**config.mk**
```make
export PLATFORM = sky130hd
export DESIGN_NAME = utf8_to_utf32_decoder_flat
export DESIGN_NICKNAME = d
export VERILOG_FILES = /design/src/hw/rtl/utf8d_pkg.sv /design/src/hw/rtl/utf8d_if.sv /design/src/hw/rtl/utf8d_step.sv /design/src/hw/rtl/utf8_to_utf32_decoder.sv /design/src/flat_wrapper.sv
export SDC_FILE = /design/constraint.sdc
export NUM_CORES = 1
export LEC_CHECK = 0
export ABC_AREA = 1
export BUFFER_PORTS_ARGS = -buffer_cell sky130_fd_sc_hd__clkbuf_2
export CAP_MARGIN = 20
export CORE_ASPECT_RATIO = 1.1
export CORE_UTILIZATION = 45
export CTS_CLUSTER_SIZE = 12
export DETAILED_ROUTE_END_ITERATION = 8
export PLACE_DENSITY = 0.79
export SLEW_MARGIN = 40
export SYNTH_ARGS = -nofsm -noshare
export SYNTH_HDL_FRONTEND = slang
export SYNTH_SLANG_ARGS = --single-unit
```
**constraint.sdc**
```tcl
create_clock -name i_clk -period 4 [get_ports i_clk]
set_input_delay 0.8 -clock i_clk [delete_from_list [all_inputs] [get_ports i_clk]]
set_output_delay 0.8 -clock i_clk [all_outputs]
set_load 0.005 [all_outputs]
```
**src/hw/rtl/utf8d_pkg.sv**
```systemverilog
// ----------------------------------------------------------------------------
// utf8d_pkg: shared types and constants for the UTF-8 to UTF-32 decoder
// Holds the decode state record, the step result record and the byte masks.
// ----------------------------------------------------------------------------
package utf8d_pkg;

    // Byte masks and field widths
    localparam logic [7:0] C_LEAD_TOP_BIT  = 8'h80;  // set on lead and continuation bytes
    localparam logic [7:0] C_PAYLOAD_MASK  = 8'h3F;  // payload of a continuation byte
    localparam int unsigned C_CONT_BITS    = 6;      // payload bits per continuation byte
    localparam int unsigned C_RUN_BITS     = 7;      // bits scanned for the run of ones
    localparam logic [2:0] C_ASCII_KEEP    = 3'd7;   // payload bits of a plain ASCII byte
    localparam logic [2:0] C_MAX_LEAD_KEEP = 3'd6;   // payload bits of a lead with no run

    // Decoder state carried from byte to byte
    typedef struct packed {
        logic [31:0] partial;     // payload gathered so far
        logic [2:0]  bytes_left;  // continuation bytes still expected
    } t_state;

    // Result of one decode step
    typedef struct packed {
        logic        emit;        // a code point is complete (or flushed)
        logic [31:0] code_point;
    } t_step_out;

endpackage

```
**src/hw/rtl/utf8d_if.sv**
```systemverilog
// ----------------------------------------------------------------------------
// utf8d_if: streaming channels of the UTF-8 to UTF-32 decoder
// Byte channel in, code point channel out, both valid/ready.
// ----------------------------------------------------------------------------

// Byte channel: one raw UTF-8 byte per transaction
interface utf8d_byte_if;
    logic       valid;
    logic       ready;
    logic [7:0] in_byte;
    logic       last_byte;

    modport source (output valid, output in_byte, output last_byte, input ready);
    modport sink   (input valid, input in_byte, input last_byte, output ready);
endinterface

// Code point channel: one decoded character per transaction
interface utf8d_cp_if;
    logic        valid;
    logic        ready;
    logic [31:0] code_point;

    modport source (output valid, output code_point, input ready);
    modport sink   (input valid, input code_point, output ready);
endinterface

```
**src/hw/rtl/utf8d_step.sv**
```systemverilog
// ----------------------------------------------------------------------------
// utf8d_step: one decode step
// Folds one byte into the decoder state and flags a finished code point.
// ----------------------------------------------------------------------------
module utf8d_step (
    input  utf8d_pkg::t_state    i_state,
    input  logic [7:0]           i_in_byte,
    input  logic                 i_last_byte,
    output utf8d_pkg::t_state    o_state,
    output utf8d_pkg::t_step_out o_result
);

    logic [2:0]  run_len;
    logic        run_on;
    logic [2:0]  keep;
    logic [7:0]  keep_mask;
    logic [31:0] gathered;
    logic [2:0]  left_after;

    // Length of the run of ones below the top bit of a lead byte
    always_comb begin
        run_len = 3'd0;
        run_on  = 1'b1;
        for (int k = utf8d_pkg::C_RUN_BITS - 1; k >= 0; k--) begin
            if (run_on && i_in_byte[k]) begin
                run_len = run_len + 3'd1;
            end else begin
                run_on = 1'b0;
            end
        end
    end

    // Payload bits kept from a lead byte; long runs keep none
    always_comb begin
        if ((i_in_byte & utf8d_pkg::C_LEAD_TOP_BIT) == 8'h00) begin
            keep = utf8d_pkg::C_ASCII_KEEP;
        end else if (run_len >= utf8d_pkg::C_MAX_LEAD_KEEP) begin
            keep = 3'd0;
        end else begin
            keep = utf8d_pkg::C_MAX_LEAD_KEEP - run_len;
        end
        keep_mask = (8'd1 << keep) - 8'd1;
    end

    // Lead byte starts a value, continuation shifts in six bits
    always_comb begin
        if (i_state.bytes_left == 3'd0) begin
            gathered   = {24'd0, i_in_byte & keep_mask};
            left_after = ((i_in_byte & utf8d_pkg::C_LEAD_TOP_BIT) == 8'h00) ? 3'd0 : run_len;
        end else begin
            gathered   = {i_state.partial[31-utf8d_pkg::C_CONT_BITS:0],
                          i_in_byte[utf8d_pkg::C_CONT_BITS-1:0]};
            left_after = i_state.bytes_left - 3'd1;
        end
    end

    // Emit on completion or end of string; end of string clears the state
    always_comb begin
        o_result.emit       = (left_after == 3'd0) || i_last_byte;
        o_result.code_point = gathered;
        o_state.partial     = i_last_byte ? 32'd0 : gathered;
        o_state.bytes_left  = o_result.emit ? 3'd0 : left_after;
    end

endmodule

```
**src/hw/rtl/utf8_to_utf32_decoder.sv**
```systemverilog
// ----------------------------------------------------------------------------
// utf8_to_utf32_decoder: streaming UTF-8 to UTF-32 decoder
// Input register, one decode step, result register.
// ----------------------------------------------------------------------------
// Usage:
//   i_byte carries one UTF-8 byte per transaction with last_byte marking the
//   end of a string. o_cp carries one 32-bit code point per character; a
//   character cut short by last_byte is flushed with the bits gathered so far.
//   Bytes are not validated; a stray continuation byte decodes on its own.
//   Throughput: one byte per cycle, set by the single decode step between
//   the input register and the result register, unless a byte that emits
//   waits behind a held result. A code point's final byte is accepted into
//   the input register, then decoded into the result register, which drives
//   o_cp; a held result can stall that move.
//   Reset (i_rst_n low, synchronous) empties both registers and clears the
//   decode state, so the next byte starts a new string.
//   When the receiver holds o_cp.ready low, the result register keeps its
//   code point, the input register still fills, and bytes that complete no
//   character keep flowing; i_byte.ready drops only once a byte that would
//   emit waits behind the held result.
// ----------------------------------------------------------------------------
module utf8_to_utf32_decoder (
    input  logic                i_clk,
    input  logic                i_rst_n,
    utf8d_byte_if.sink          i_byte,
    utf8d_cp_if.source          o_cp
);

    // Input register
    logic                 r_s1_valid;
    logic [7:0]           r_s1_byte;
    logic                 r_s1_last;

    // Decode state and result register
    utf8d_pkg::t_state    r_state;
    utf8d_pkg::t_state    n_state;
    utf8d_pkg::t_step_out step_res;
    logic                 r_out_valid;
    logic [31:0]          r_out_cp;

    logic                 out_free;
    logic                 s1_take;

    utf8d_step u_step (
        .i_state     (r_state),
        .i_in_byte   (r_s1_byte),
        .i_last_byte (r_s1_last),
        .o_state     (n_state),
        .o_result    (step_res)
    );

    // Flow control: a byte moves on unless it emits into a held result
    assign out_free     = !r_out_valid || o_cp.ready;
    assign s1_take      = r_s1_valid && (!step_res.emit || out_free);
    assign i_byte.ready = !r_s1_valid || s1_take;

    assign o_cp.valid      = r_out_valid;
    assign o_cp.code_point = r_out_cp;

    // Input register
    always_ff @(posedge i_clk) begin
        if (!i_rst_n) begin
            r_s1_valid <= 1'b0;
        end else if (i_byte.ready) begin
            r_s1_valid <= i_byte.valid;
        end
        if (i_byte.ready && i_byte.valid) begin
            r_s1_byte <= i_byte.in_byte;
            r_s1_last <= i_byte.last_byte;
        end
    end

    // Decode state
    always_ff @(posedge i_clk) begin
        if (!i_rst_n) begin
            r_state <= '0;
        end else if (s1_take) begin
            r_state <= n_state;
        end
    end

    // Result register
    always_ff @(posedge i_clk) begin
        if (!i_rst_n) begin
            r_out_valid <= 1'b0;
        end else if (out_free) begin
            r_out_valid <= s1_take && step_res.emit;
        end
        if (out_free && s1_take && step_res.emit) begin
            r_out_cp <= step_res.code_point;
        end
    end

`ifndef NO_ASSERTIONS
    // End of string leaves a clean state
    a_last_clears: assert property (@(posedge i_clk) disable iff (!i_rst_n)
        s1_take && r_s1_last |=> (r_state.bytes_left == 3'd0) && (r_state.partial == 32'd0))
        else $error("state not cleared after last byte");

    // A byte that emits nothing leaves continuation bytes pending
    a_pending: assert property (@(posedge i_clk) disable iff (!i_rst_n)
        s1_take && !step_res.emit |=> r_state.bytes_left != 3'd0)
        else $error("silent byte left no pending continuation");

    // A new result only follows a decoded byte
    a_out_source: assert property (@(posedge i_clk) disable iff (!i_rst_n)
        $rose(r_out_valid) |-> $past(s1_take && step_res.emit))
        else $error("result appeared without a decoded byte");
`endif

endmodule

```
**src/flat_wrapper.sv**
```systemverilog
// flat-port wrapper written by rule: the top's interface ports become plain ports
module utf8_to_utf32_decoder_flat 
  (i_clk, i_rst_n, i_byte_valid, i_byte_in_byte, i_byte_last_byte, i_byte_ready, o_cp_valid, o_cp_code_point, o_cp_ready);
  utf8d_byte_if i_byte_i ();
  utf8d_cp_if o_cp_i ();
  input  logic i_clk;
  input  logic i_rst_n;
  input wire logic [$bits(i_byte_i.valid)-1:0] i_byte_valid;
  input wire logic [$bits(i_byte_i.in_byte)-1:0] i_byte_in_byte;
  input wire logic [$bits(i_byte_i.last_byte)-1:0] i_byte_last_byte;
  output wire logic [$bits(i_byte_i.ready)-1:0] i_byte_ready;
  output wire logic [$bits(o_cp_i.valid)-1:0] o_cp_valid;
  output wire logic [$bits(o_cp_i.code_point)-1:0] o_cp_code_point;
  input wire logic [$bits(o_cp_i.ready)-1:0] o_cp_ready;
  assign i_byte_i.valid = i_byte_valid;
  assign i_byte_i.in_byte = i_byte_in_byte;
  assign i_byte_i.last_byte = i_byte_last_byte;
  assign i_byte_ready = i_byte_i.ready;
  assign o_cp_valid = o_cp_i.valid;
  assign o_cp_code_point = o_cp_i.code_point;
  assign o_cp_i.ready = o_cp_ready;
  utf8_to_utf32_decoder u_core (.i_clk(i_clk), .i_rst_n(i_rst_n), .i_byte(i_byte_i), .o_cp(o_cp_i));
endmodule
```
==> results_dict.tcl <==
set metrics [dict create \
    status "complete, but fails checks" \
    violations "setup timing" \
    clock_skew_ns 0.0102 \
    via_count 3109 \
    synth_nets 395 \
    cts_hold_buffers 0 \
    insertedDiodeCount 0 \
    io_buffers 46 \
    clock_latency_ns 0.36 \
    max_freq_mhz 219 \
    synth_area_leaders "edfxtp_1 38%, dfxtp_1 19%, nand2_1 9.7%, inv_1 6.8%, nor2_1 5.4%" \
    clock_path_buffers 2 \
    peakVddDrop_mv 0.314 \
    hpwl_mm 4.43 \
    maxCapViolCount 0 \
    cpPeakStageDelay_ns 0.47 \
    cts_tree "yes" \
    nNetsFinal 500 \
    globalRouteOverflowTotal 0 \
    ys_ff_latch 72 \
    worstSetupPathType "flop to output pin" \
    tns_ns -13.35 \
    num_rows 32 \
    min_from "u_core.r_state[7]" \
    core_mm2 0.00705 \
    met2_usage 0.391 \
    grt_use_met3 0.0609 \
    setup_ws_ns -0.559 \
    firstDrtPassIters 6 \
    synth.cell_area_mm2 0.00328 \
    clkTransAtPathRegs_ns 0.08 \
    wire_per_inst_um 17.2 \
    drt_wl_total_mm 9.76 \
    power.density_mw_per_mm2 378 \
    r2r_start "u_core.r_s1_byte[5]" \
    gr-usage-all-layers 0.221 \
    post_drt_via_cell_ratio 5.48 \
    worstHoldPathType "flop to flop" \
    cts_root_buf "clkbuf_8" \
    hold_viol 0 \
    holdPathStages 2 \
    worstPathRequired_ns 3.20 \
    post-route-period-util 1.14 \
    yosys_warnings 0 \
    dieArea_mm2 0.00764 \
    slew_violations 0 \
    min_period_ns 4.56 \
    grt_pass1_wl_mm 13.0 \
    syn2layout_area_growth_pct 49.2 \
    power_mw 1.85 \
    grt_pass1_vias 2830 \
    busiest_layer "met2" \
    initial_core_util 0.466 \
    synth_top_area_cell "edfxtp_1" \
    n_fill_cell 449 \
    crit_path_end_kind "output pin" \
    synth_common_cells "85 x nand2_1, 59 x inv_1, 47 x nor2_1, 41 x edfxtp_1, 32 x a21oi_1" \
    synth_edf_count 41 \
    yosysSeqAreaShare 0.564 \
    critical_path.startpoint_type "flop" \
    syn_avg_cell_area_um2 8.82 \
    p_leak_nw 2.01 \
    worstMarginPinSlew_ns 0.733 \
    crit_arrival_ns 3.76 \
    cts_buffers 9 \
    htree_levels 3 \
    synth-async-reset-ratio 0 \
    setup_viol 78 \
    ant_nets 0 \
    slew_headroom 0.511 \
    rsz0062_at_grt "yes" \
    min_to "u_core.r_state[7]" \
    die_h_um 91.6 \
    yosysMostFrequentCell "nand2_1" \
    synthDistinctLibCells 30 \
    cts.sink_count 72 \
    syn_inst 372 \
    cp_common_cell "nand2_2" \
    grt_max_degree 32 \
    synth_top_area_frac 0.375 \
    drive_above_1_share 0.469 \
    r2r_setup_slack_ns -0.48 \
    drt_iter0_drc 318 \
    routabilityCongestion 0.910 \
    grt_antenna_before_repair 0 \
    synthFlopType "edfxtp_1" \
    route.detailed.drc 0 \
    cp_max_fo 3 \
    cp_slowest_cell "edfxtp_1" \
    fp.dieW_um 83.4 \
    grt_util_met1 0.241 \
    io-pin-count 47 \
    worstPathCellList "nand2_2 > inv_2 > ha_4 > nor2_1 > nor2_1 > ha_1 > nand3_2 > nand2_1 > ha_1 > inv_2 > nand2_2 > and2_4 > ha_4 > nand2_4 > nand2_4 > ha_4 > nand2_4 > inv_2 > nand2_2 > nand2_2 > o21ai_2 > o21bai_2 > nand3_2 > clkbuf_2" \
    rr_worst_depth 33 \
    reg2reg_to "u_core.r_state[7]" \
]
[per-stage QoR]
step           std cells  hold slack (ns)   util  instance area (µm²)  setup WS, ns
2_1_floorplan        372            0.439      -                 3300       -0.0422
3_3_place_gp         513            0.448  0.535                 3770       -0.0955
3_5_place_dp         513            0.455  0.535                 3770        -0.402
4_1_cts              565            0.467  0.643                 4530        -0.493
5_1_grt              567            0.493  0.694                 4890        -0.722
6_report             567            0.474  0.694                 4890        -0.559
[report_power, final]
group          switching, mW  internal [mW]  leakage [nW]
registers             0.0148          0.810         0.642
clock network          0.309          0.422         0.125
logic                  0.153          0.140          1.24
[worst max-delay path by stage]
| stage | slack (ns) | startpoint | to |
|---|---|---|---|
| 5_1_grt | -0.72 | u_core.r_s1_byte[5] | i_byte_ready |
| 3_3_place_gp | -0.1 | u_core.r_s1_byte[6] | u_core.o_cp.code_point[4] |
| 6_report | -0.56 | u_core.r_s1_byte[5] | i_byte_ready |
| 2_1_floorplan | -0.04 | u_core.r_s1_byte[5] | u_core.o_cp.code_point[0] |
| 3_5_place_dp | -0.40 | u_core.r_s1_byte[6] | u_core.o_cp.code_point[4] |
| 4_1_cts | -0.49 | u_core.r_s1_byte[5] | i_byte_ready |
[cell type report]
| cell class | instances | area [µm²] | share of cell area |
|---|---|---|---|
| Tap cell | 85 | 106 | 0.0217 |
| Sequential cell | 72 | 1850 | 0.378 |
| Timing Repair Buffer | 105 | 910 | 0.186 |
| Multi-Input combinational cell | 228 | 1540 | 0.314 |
| Inverter | 61 | 238 | 0.0486 |
| Clock inverter | 7 | 125 | 0.0256 |
| Clock buffer | 9 | 124 | 0.0253 |
[logic make-up after synthesis]
| group | count (synthesis) | synth area share |
|---|---|---|
| AO/OA/AOI/OAI | 45 | 0.0778 |
| adder cells (fa/ha/maj) | 10 | 0.0381 |
| flip-flops | 72 | 0.564 |
| buffers and inverters | 72 | 0.0919 |
| AND/OR/NAND/NOR | 173 | 0.228 |
[routing by layer]
layer	vias up	routed length [µm]
met1	1477	3630
met2	167	4930
met5	-	0
met4	0	637
li1	1404	-
met3	61	562
[sequential cells by signal, summed over array words and instances (netlist names)]
signal,flops
u_core.r_s1_last,1
u_core.o_cp.valid,1
u_core.r_state,29
u_core.o_cp.code_point,32
u_core.r_s1_byte,8
u_core.r_s1_valid,1
[layout by cell type, fill, tap and decap left out, types with 2 or more instances in the layout]
cell       netlist  routed
o21ai_2          1       2
nand2_2          7      20
dfxtp_1         31      31
clkbuf_2         0      46
nand4_1          2       2
buf_4            0      25
inv_1           59      47
nand2_4          1      14
inv_4            0       2
ha_1            10       4
buf_6            4      25
a22oi_1          2       2
nand2_1         85      59
bufinv_16        0       3
ha_4             0       5
edfxtp_1        41      41
a21oi_2          0      16
nand3_2          2      11
nor2_2           2       5
buf_12           0       5
inv_2            2      11
clkbuf_8         0       9
inv_6            0       3
nor2_1          47      38
nand3_1         22      12
nor2_4           2       8
buf_16           0       4
a21oi_1         32      15
[worst max-delay path: cells and delay by family (launching register included)]
family / cells / cell delay, ns
AND/OR/NAND/NOR: 13 / 1.11
buffers and inverters: 4 / 0.32
flip-flops: 1 / 0.47
adder cells (fa/ha/maj): 5 / 1.22
AO/OA/AOI/OAI: 2 / 0.27
[repair_timing]
action,CTS,global route
gates cloned,4,0
endpoints found under the setup margin,64,78
pin swaps,23,36
resized for setup,51,89
setup buffers,34,8
No activity file was read; power rests on OpenSTA's default activity.
